`src/rtl/core/assert_macros.svh`:
```
// Assertion macros shared by the friction motion step block
`ifndef ASSERT_MACROS_SVH
`define ASSERT_MACROS_SVH
`ifndef SYNTHESIS
// Clocked property with a synchronous active-low reset disable
`define PFMS_ASSERT(lbl, clk, rst_n, prop) \
  lbl: assert property (@(posedge clk) disable iff (!rst_n) prop) \
    else $error("pfms assertion failed");
// Implication form: antecedent, then consequent in the following cycle
`define PFMS_ASSERT_NEXT(lbl, clk, rst_n, ante, cons) \
  lbl: assert property (@(posedge clk) disable iff (!rst_n) (ante) |=> (cons)) \
    else $error("pfms assertion failed");
`else
`define PFMS_ASSERT(lbl, clk, rst_n, prop)
`define PFMS_ASSERT_NEXT(lbl, clk, rst_n, ante, cons)
`endif
`endif

```
`src/rtl/core/pfms_pkg.sv`:
```
// Shared types, constants and helper functions for the friction motion step block
package pfms_pkg;

  localparam int DATA_W  = 32;
  localparam int DT_W    = 16;
  localparam int MASS_W  = 27;
  localparam int FRIC_W  = 21;
  localparam int GRAV_W  = 27;
  localparam int DVD_W   = 64;
  localparam int DVS_W   = 32;
  localparam int RAD_W   = 64;
  localparam int ROOT_W  = 32;
  localparam int MAG_W   = 48;
  localparam int ADDR_W  = 4;

  localparam logic [MASS_W-1:0] MASS_RST = MASS_W'(65536);
  localparam logic [GRAV_W-1:0] GRAV_RST = GRAV_W'(642253);

  // Register indexes (byte address / 4)
  localparam logic [1:0] REG_ENABLED  = 2'd0;
  localparam logic [1:0] REG_MASS     = 2'd1;
  localparam logic [1:0] REG_FRICTION = 2'd2;
  localparam logic [1:0] REG_GRAVITY  = 2'd3;

  typedef enum logic [1:0] {
    OP_FORCE = 2'd0,
    OP_STEP  = 2'd1,
    OP_LOAD  = 2'd2
  } op_t;

  typedef enum logic [4:0] {
    S_IDLE, S_DECODE,
    S_F_MUL, S_F_DIV, S_F_WAIT, S_F_ADD,
    S_SQ_X, S_SQ_Y, S_SQRT_GO, S_GF, S_GFD, S_SQRT_WAIT,
    S_R_MUL, S_R_DIV, S_R_WAIT, S_R_APPLY,
    S_P_MUL, S_P_ADD,
    S_FINISH
  } ctrl_state_t;

  typedef enum logic [4:0] {
    DP_NOP, DP_LATCH, DP_LOAD,
    DP_FMUL, DP_DIV_MASS, DP_FADD,
    DP_SQX, DP_SQY, DP_SQRT_GO, DP_GF, DP_GFD,
    DP_RMUL, DP_DIV_LEN, DP_RAPPLY,
    DP_PMUL, DP_PADD,
    DP_CAPTURE
  } dp_op_t;

  typedef struct packed {
    dp_op_t op;
    logic   axis;   // 0 selects x, 1 selects y
  } dp_cmd_t;

  typedef struct packed {
    logic [1:0] op;
    logic       vel_nz;
    logic       div_busy;
    logic       sqrt_busy;
  } dp_stat_t;

  localparam logic signed [49:0] SAT_HI = 50'sh0_7FFF_FFFF;
  localparam logic signed [49:0] SAT_LO = -50'sh0_8000_0000;

  // Magnitude of a signed word; the most negative value maps to 2^31
  function automatic logic [DATA_W-1:0] mag32(input logic signed [DATA_W-1:0] v);
    logic signed [DATA_W-1:0] n;
    n = -v;
    return v[DATA_W-1] ? $unsigned(n) : $unsigned(v);
  endfunction

  // Add a signed magnitude to a word and saturate to 32 bits
  function automatic logic signed [DATA_W-1:0] sat_add(
    input logic signed [DATA_W-1:0] base,
    input logic                     neg,
    input logic [MAG_W-1:0]         mag
  );
    logic signed [49:0] b;
    logic signed [49:0] s;
    logic signed [49:0] sum;
    b = 50'(base);
    s = $signed({2'b00, mag});
    if (neg) begin
      s = -s;
    end
    sum = b + s;
    if (sum > SAT_HI) begin
      return 32'sh7FFF_FFFF;
    end else if (sum < SAT_LO) begin
      return 32'sh8000_0000;
    end
    return $signed(sum[DATA_W-1:0]);
  endfunction

endpackage

```
`src/rtl/core/pfms_ctrl.sv`:
```
// Controller: sequences the datapath for each transaction and owns the handshakes
module pfms_ctrl (
  input  logic                 clk,
  input  logic                 rst_n,
  input  logic                 in_valid,
  output logic                 in_ready,
  output logic                 out_valid,
  input  logic                 out_ready,
  input  logic                 enabled,
  input  pfms_pkg::dp_stat_t   stat,
  output pfms_pkg::dp_cmd_t    cmd
);

  pfms_pkg::ctrl_state_t state_r, state_nxt;
  logic                  axis_r, axis_nxt;
  logic                  out_valid_r, out_valid_nxt;

  always_ff @(posedge clk) begin
    if (!rst_n) begin
      state_r     <= pfms_pkg::S_IDLE;
      axis_r      <= 1'b0;
      out_valid_r <= 1'b0;
    end else begin
      state_r     <= state_nxt;
      axis_r      <= axis_nxt;
      out_valid_r <= out_valid_nxt;
    end
  end

  // Next state, commands and handshake outputs
  always_comb begin
    state_nxt     = state_r;
    axis_nxt      = axis_r;
    out_valid_nxt = out_valid_r && !out_ready;
    cmd.op        = pfms_pkg::DP_NOP;
    cmd.axis      = axis_r;
    in_ready      = 1'b0;
    unique case (state_r)
      pfms_pkg::S_IDLE: begin
        in_ready = 1'b1;
        if (in_valid) begin
          cmd.op    = pfms_pkg::DP_LATCH;
          state_nxt = pfms_pkg::S_DECODE;
        end
      end
      pfms_pkg::S_DECODE: begin
        axis_nxt = 1'b0;
        unique case (stat.op)
          pfms_pkg::OP_FORCE: state_nxt = pfms_pkg::S_F_MUL;
          pfms_pkg::OP_STEP: begin
            if (!enabled) begin
              state_nxt = pfms_pkg::S_FINISH;
            end else if (stat.vel_nz) begin
              state_nxt = pfms_pkg::S_SQ_X;
            end else begin
              state_nxt = pfms_pkg::S_P_MUL;
            end
          end
          pfms_pkg::OP_LOAD: begin
            cmd.op    = pfms_pkg::DP_LOAD;
            state_nxt = pfms_pkg::S_FINISH;
          end
          default: state_nxt = pfms_pkg::S_FINISH;
        endcase
      end
      // Force: |F|*dt / mass per axis
      pfms_pkg::S_F_MUL: begin
        cmd.op    = pfms_pkg::DP_FMUL;
        state_nxt = pfms_pkg::S_F_DIV;
      end
      pfms_pkg::S_F_DIV: begin
        cmd.op    = pfms_pkg::DP_DIV_MASS;
        state_nxt = pfms_pkg::S_F_WAIT;
      end
      pfms_pkg::S_F_WAIT: begin
        if (!stat.div_busy) begin
          state_nxt = pfms_pkg::S_F_ADD;
        end
      end
      pfms_pkg::S_F_ADD: begin
        cmd.op = pfms_pkg::DP_FADD;
        if (axis_r) begin
          state_nxt = pfms_pkg::S_FINISH;
        end else begin
          axis_nxt  = 1'b1;
          state_nxt = pfms_pkg::S_F_MUL;
        end
      end
      // Friction: speed and decrement, the decrement overlapping the root
      pfms_pkg::S_SQ_X: begin
        cmd.op    = pfms_pkg::DP_SQX;
        state_nxt = pfms_pkg::S_SQ_Y;
      end
      pfms_pkg::S_SQ_Y: begin
        cmd.op    = pfms_pkg::DP_SQY;
        state_nxt = pfms_pkg::S_SQRT_GO;
      end
      pfms_pkg::S_SQRT_GO: begin
        cmd.op    = pfms_pkg::DP_SQRT_GO;
        state_nxt = pfms_pkg::S_GF;
      end
      pfms_pkg::S_GF: begin
        cmd.op    = pfms_pkg::DP_GF;
        state_nxt = pfms_pkg::S_GFD;
      end
      pfms_pkg::S_GFD: begin
        cmd.op    = pfms_pkg::DP_GFD;
        state_nxt = pfms_pkg::S_SQRT_WAIT;
      end
      pfms_pkg::S_SQRT_WAIT: begin
        if (!stat.sqrt_busy) begin
          axis_nxt  = 1'b0;
          state_nxt = pfms_pkg::S_R_MUL;
        end
      end
      pfms_pkg::S_R_MUL: begin
        cmd.op    = pfms_pkg::DP_RMUL;
        state_nxt = pfms_pkg::S_R_DIV;
      end
      pfms_pkg::S_R_DIV: begin
        cmd.op    = pfms_pkg::DP_DIV_LEN;
        state_nxt = pfms_pkg::S_R_WAIT;
      end
      pfms_pkg::S_R_WAIT: begin
        if (!stat.div_busy) begin
          state_nxt = pfms_pkg::S_R_APPLY;
        end
      end
      pfms_pkg::S_R_APPLY: begin
        cmd.op = pfms_pkg::DP_RAPPLY;
        if (axis_r) begin
          axis_nxt  = 1'b0;
          state_nxt = pfms_pkg::S_P_MUL;
        end else begin
          axis_nxt  = 1'b1;
          state_nxt = pfms_pkg::S_R_MUL;
        end
      end
      // Position: |v|*dt >> 16 per axis
      pfms_pkg::S_P_MUL: begin
        cmd.op    = pfms_pkg::DP_PMUL;
        state_nxt = pfms_pkg::S_P_ADD;
      end
      pfms_pkg::S_P_ADD: begin
        cmd.op = pfms_pkg::DP_PADD;
        if (axis_r) begin
          state_nxt = pfms_pkg::S_FINISH;
        end else begin
          axis_nxt  = 1'b1;
          state_nxt = pfms_pkg::S_P_MUL;
        end
      end
      // Hold until the output register is free, then publish
      pfms_pkg::S_FINISH: begin
        if (!out_valid_r || out_ready) begin
          cmd.op        = pfms_pkg::DP_CAPTURE;
          out_valid_nxt = 1'b1;
          state_nxt     = pfms_pkg::S_IDLE;
        end
      end
      default: state_nxt = pfms_pkg::S_IDLE;
    endcase
  end

  assign out_valid = out_valid_r;

endmodule

```
`config.mk`:
```
export PLATFORM = sky130hd
export DESIGN_NAME = pfms_ctrl
export DESIGN_NICKNAME = d
export VERILOG_FILES = /design/src/rtl/core/assert_macros.svh /design/src/rtl/core/pfms_pkg.sv /design/src/rtl/core/pfms_ctrl.sv
export SDC_FILE = /design/constraint.sdc
export NUM_CORES = 1
export LEC_CHECK = 0
export ABC_AREA = 0
export BUFFER_PORTS_ARGS = -buffer_cell sky130_fd_sc_hd__buf_2
export CORE_MARGIN = 2
export CORE_UTILIZATION = 45
export DETAILED_ROUTE_END_ITERATION = 10
export PLACE_DENSITY = 0.81
export SLEW_MARGIN = 25
export SYNTH_ARGS = -nofsm -noshare
export SYNTH_HDL_FRONTEND = slang
export SYNTH_SLANG_ARGS = --single-unit
```
`constraint.sdc`:
```
create_clock -name clk -period 1.55 [get_ports clk]
set_input_delay 0.0775 -clock clk [delete_from_list [all_inputs] [get_ports clk]]
set_output_delay 0.0775 -clock clk [all_outputs]
set_load 0.05 [all_outputs]
```
==> results of run 1 <==
-- cell usage in the layout, fill, tap and decap left out, drive strengths merged, types with 4 or more instances in the layout --
cell type / instances
buf: 41
nor2b: 4
a21boi: 4
nor2: 5
inv: 5
a21oi: 10
clkbuf: 4
nand2b: 4
dfxtp: 7
nand2: 9
o21ai: 4
-- what timing repair did --
action | in CTS | in global routing
buffers inserted | 5 | 1
setup endpoints to repair | 9 | 10
cloned | 0 | 0
pin swaps | 4 | 8
hold endpoints to repair | 0 | 0
gates resized for setup | 29 | 15
-- power by group --
part	total (mW)	internal (mW)	leakage, nW	switching (mW)
Combinational	2.18	0.998	0.412	1.18
Clock	0.168	0.0984	0.0150	0.0694
Sequential	0.321	0.245	0.0592	0.0758
-- critical path, delay by kind of cell (launching register included) --
| kind | cells | cell delay, ns |
|---|---|---|
| AOI/OAI and AO/OA | 3 | 0.52 |
| buffers and inverters | 2 | 0.32 |
| DFF | 1 | 0.36 |
| and+or+nand+nor | 1 | 0.19 |
-- worst max path at each step --
| stage | startpoint | slack, ns | to | depth (start not counted) |
|---|---|---|---|---|
| 3_5_place_dp | state_r[0] | -0.12 | state_r[1] | 3 |
| 2_1_floorplan | state_r[3] | -0.22 | cmd[4] | 5 |
| 4_1_cts | state_r[1] | -0.08 | in_ready | 5 |
| 6_report | state_r[1] | -0.16 | cmd[1] | 6 |
| 5_1_grt | state_r[1] | -0.19 | cmd[1] | 6 |
| 3_3_place_gp | state_r[1] | 0.02 | cmd[1] | 3 |
-- cell families after synthesis --
family	count (synthesis)
AND/OR/NAND/NOR	45
AO/OA/AOI/OAI	36
buffers and inverters	17
flip-flops	7
XOR/XNOR	2
adder cells (fa/ha/maj)	1
-- area by class of cell --
type	instances	share of cell area
Inverter	5	0.0159
Tap cell	17	0.0181
Timing Repair Buffer	41	0.279
Sequential cell	7	0.125
Clock buffer	4	0.0223
Multi-Input combinational cell	84	0.539
-- routing by layer --
| layer | vias to the layer above | share of wire | global-route usage |
|---|---|---|---|
| met3 | 11 | 0.093 | 0.0556 |
| li1 | 462 | - | - |
| met5 | - | 0 | 0 |
| met4 | 0 | 0.024 | 0.0686 |
| met1 | 443 | 0.40 | 0.341 |
| met2 | 69 | 0.49 | 0.476 |
-- flip-flops by register name, indices dropped and copies added, names as in the netlist --
| register | count |
|---|---|
| state_r | 5 |
| axis_r | 1 |
| out_valid | 1 |
==> results_dict.tcl, run 1 <==
set metrics [dict create \
    hpwlAfterDp_mm 1.87 \
    synth-compound-area-share 0.329 \
    globalplace.congestion 0.934 \
    startpoint_type "register" \
    grt_remaining_overflow 0 \
    crit_chain "buf_6 -> nand3b_1 -> a21boi_1 -> o211a_1 -> o22ai_2 -> buf_6" \
    worst_pin_slew_ns 0.464 \
    place_worst_setup_slack_ns -0.115 \
    min_path_cells 3 \
    whs_ns 0.0811 \
    die_y_um 45.7 \
    setup_violations 6 \
    fin_total_pwr_mw 2.66 \
    drt_iter0_drc 62 \
    seq_area_frac_synth 0.179 \
    path_max_fanout 6 \
    synthFlopType "dfxtp_1" \
    synth_top_family_by_area "simple AND/OR/NAND/NOR gates" \
    numCtsBuffers 3 \
    insertion_delay_ns 0.25 \
    max_slew_margin 0.686 \
    min-delay-start "rst_n" \
    required_ns 1.47 \
    die_w_um 45.7 \
    drv_cap 0 \
    dieArea_mm2 0.00209 \
    yosysWarnings 0 \
    vias 985 \
    fmaxAchievable_mhz 586 \
    rr_endpoint "state_r[1]" \
    r2r-start "state_r[4]" \
    yosys.area.top_type "dfxtp_1" \
    synthToLayoutAreaGrowth_pct 50.3 \
    ys_ff_latch 7 \
    grt_setup_unrepaired "true" \
    n_antenna_cell 0 \
    crit_top_cell "buf_6" \
    path_class "register to output port" \
    reg2regPathDepth 6 \
    layout-drive-gt1-share 0.504 \
    drv_slew 0 \
    regArea_um2 148 \
    pin_count 18 \
    core_mm2 0.00169 \
    final_util 0.697 \
    synth-edff-count 0 \
    failed_checks "setup timing" \
    vias_per_cell 6.23 \
    wl_per_cell_um 17.2 \
    status "finished with violations" \
    power_density_mw_per_mm2 2260 \
    fin_nets 152 \
    r2r_slack_ns -0.07 \
    cts_tree "yes" \
    hold_class "input pin to register" \
    grt_usage 0.273 \
    syn_inst 108 \
    nFillCells 118 \
    drc 0 \
    grt_pass1_wl_mm 4.17 \
    placed_cells 148 \
    multi_input_area_um2 634 \
    post_dp_cell_area_um2 976 \
    start_util 0.464 \
    max-vdd-ir-drop_uv 1330 \
    synth_top_area_frac 0.179 \
    synthMuxAreaShare 0 \
    grt_max_degree 12 \
    synth_nets 118 \
    cp-end-kind "output port" \
    grt_pass1_vias 912 \
    fin_setup_tns_ns -0.421 \
    fin_ws_ns -0.157 \
    synth_area_um2 783 \
    ys_top_cells_by_count "a21oi_1 (10), nand2_1 (9), dfxtp_1 (7)" \
    critical-path-slowest-cell "dfxtp_4" \
    antenna_found_initial 0 \
    synth_fa_ha_area_frac 0.0128 \
    min_to "state_r[4]" \
    yosysUniqueCellTypes 43 \
    final_area_mm2 0.00118 \
    synth.most_common_cell "a21oi_1" \
    synthTopCellsByArea "dfxtp_1 (18%), a21oi_1 (6.4%), nand2_1 (4.3%)" \
    htreeDepth 1 \
    finalWirelength_mm 2.71 \
    finalHoldViolCount 0 \
    min_period_ns 1.71 \
    first_pass_iters 7 \
    crit_path_max_incr_delay_ns 0.36 \
    cp.arrival_ns 1.63 \
    p_leak_nw 0.486 \
    postCtsHoldBufs 0 \
    syn_avg_cell_area_um2 7.25 \
    path_clk_slew_ns 0.06 \
    root_buffer "clkbuf_4" \
    numClockSinks 7 \
    port_buffers 17 \
    synthArstFlopShare 0 \
    synth-xor-area-share 0.0224 \
    rows 15 \
    postRouteAntennaNets 0 \
    stdcell_count 158 \
    timing.final.crit_share 1.10 \
    cts_buffer_depth 2 \
    skew_ns 0.000751 \
    synth_simple_gate_area_frac 0.345 \
]
Power figures use the tool's default switching activity.
==> run 2, diff against run 1 <==
--- a/config.mk
+++ b/config.mk
@@ -12,2 +12,3 @@
 export DETAILED_ROUTE_END_ITERATION = 10
+export GPL_TIMING_DRIVEN = 0
 export PLACE_DENSITY = 0.81
==> constraint.sdc (replaced) <==
create_clock -name clk -period 1.55 [get_ports clk]
set_input_delay 0.465 -clock clk [delete_from_list [all_inputs] [get_ports clk]]
set_output_delay 0.465 -clock clk [all_outputs]
set_load 0.05 [all_outputs]
==> results_dict.tcl, run 2 (synthesized netlist as in run 1, its figures left out) <==
set metrics [dict create \
    status "finished with violations" \
    failed_checks "setup timing" \
    largest_reg_flops 5 \
    max-vdd-ir-drop_uv 1580 \
    fin_ws_ns -0.546 \
    timing.final.crit_share 1.35 \
    root_buffer "clkbuf_4" \
    grt_remaining_overflow 0 \
    htreeDepth 1 \
    grt_pass1_vias 902 \
    layout-drive-gt1-share 0.534 \
    skew_ns 0.0106 \
    final_area_mm2 0.00129 \
    startpoint_type "register" \
    die_w_um 45.7 \
    max_slew_margin 0.659 \
    cts_buffer_depth 2 \
    fin_total_pwr_mw 2.78 \
    n_antenna_cell 0 \
    dieArea_mm2 0.00209 \
    finalHoldViolCount 0 \
    vias 1062 \
    cp.arrival_ns 1.63 \
    drt_iter0_drc 42 \
    path_clk_slew_ns 0.06 \
    die_y_um 45.7 \
    cp-end-kind "output port" \
    place_worst_setup_slack_ns -0.418 \
    grt_setup_unrepaired "true" \
    min_period_ns 2.10 \
    post_dp_cell_area_um2 973 \
    p_leak_nw 0.528 \
    fmaxAchievable_mhz 477 \
    drv_cap 0 \
    core_mm2 0.00169 \
    port_buffers 17 \
    setup_violations 11 \
    worst_pin_slew_ns 0.505 \
    start_util 0.464 \
    numClockSinks 7 \
    grt_max_degree 11 \
    grt_pass1_wl_mm 4.25 \
    rows 15 \
    pin_count 18 \
    required_ns 1.08 \
    wl_per_cell_um 19.2 \
    insertion_delay_ns 0.26 \
    hold_class "input pin to register" \
    vias_per_cell 6.52 \
    finalWirelength_mm 3.13 \
    drv_slew 0 \
    path_max_fanout 9 \
    antenna_found_initial 0 \
    cts_tree "yes" \
    synthToLayoutAreaGrowth_pct 64.4 \
    grt_usage 0.284 \
    drc 0 \
    power_density_mw_per_mm2 2160 \
    globalplace.congestion 0.901 \
    final_util 0.762 \
    layout_commonest_cell "buf_4" \
    regMostFlops "state_r" \
    hpwlAfterDp_mm 1.61 \
    mostFrequentLayoutCells "buf_4 (15), buf_6 (14), buf_2 (12)" \
    path_class "register to output port" \
    first_pass_iters 4 \
    fin_nets 157 \
    numCtsBuffers 3 \
    postRouteAntennaNets 0 \
]
==> run 2: layer usage <==
metal / wire length [um] / up-vias / share of wire / global-route usage
met1: 1300 / 503 / 0.42 / 0.366
met3: 187 / 20 / 0.060 / 0.0635
met2: 1520 / 63 / 0.48 / 0.485
met4: 126 / 0 / 0.040 / 0.0571
li1: - / 476 / - / -
met5: 0 / - / 0 / 0
==> run 2: where the power goes <==
group	leakage (nW)	internal, mW	switching (mW)
Sequential	0.0587	0.236	0.0428
Combinational	0.454	1.03	1.29
Clock	0.0150	0.0987	0.0732
==> run 2: worst paths after layout <==
kind | from | to | slack [ns] | cells past startpoint
setup / recovery | state_r[1] | cmd[1] | -0.55 | 6
setup reg to reg | state_r[3] | state_r[1] | -0.28 | 8
hold / removal | rst_n | state_r[4] | 0.46 | 3
hold reg to reg | out_valid | out_valid | 0.59 | 2
==> run 2: critical path, cell delays in order, from the launching register on <==
cell and delay [ns]:
dfxtp_1 0.31, buf_6 0.14, nand3b_1 0.20, a21boi_0 0.15, o211a_1 0.26, o22ai_4 0.12
buf_6 0.18
==> run 2: final cells by class <==
cell class	count	area [um^2]
buffer	11	116
sequential	7	144
timing repair buffer	35	280
clock buffer	4	26.3
multi-input combinational	84	681
inverter	5	18.8
tap	17	21.3
fill	120	402
==> run 2: per-stage QoR <==
step           hold WS, ns  instances  setup TNS [ns]
6_report             0.461        163           -3.72
5_1_grt              0.457        163           -4.08
4_1_cts              0.462        155           -3.24
3_5_place_dp         0.526        142           -2.01
3_3_place_gp         0.498        142           -1.84
2_1_floorplan        0.537        108          -0.962
==> run 2: repair_timing <==
action / in CTS / in global routing
gates resized for setup: 36 / 14
hold buffers: 0 / 0
setup buffers: 10 / 11
endpoints found under the setup margin: 9 / 11
pin swaps: 9 / 12
hold endpoints to repair: 0 / 0
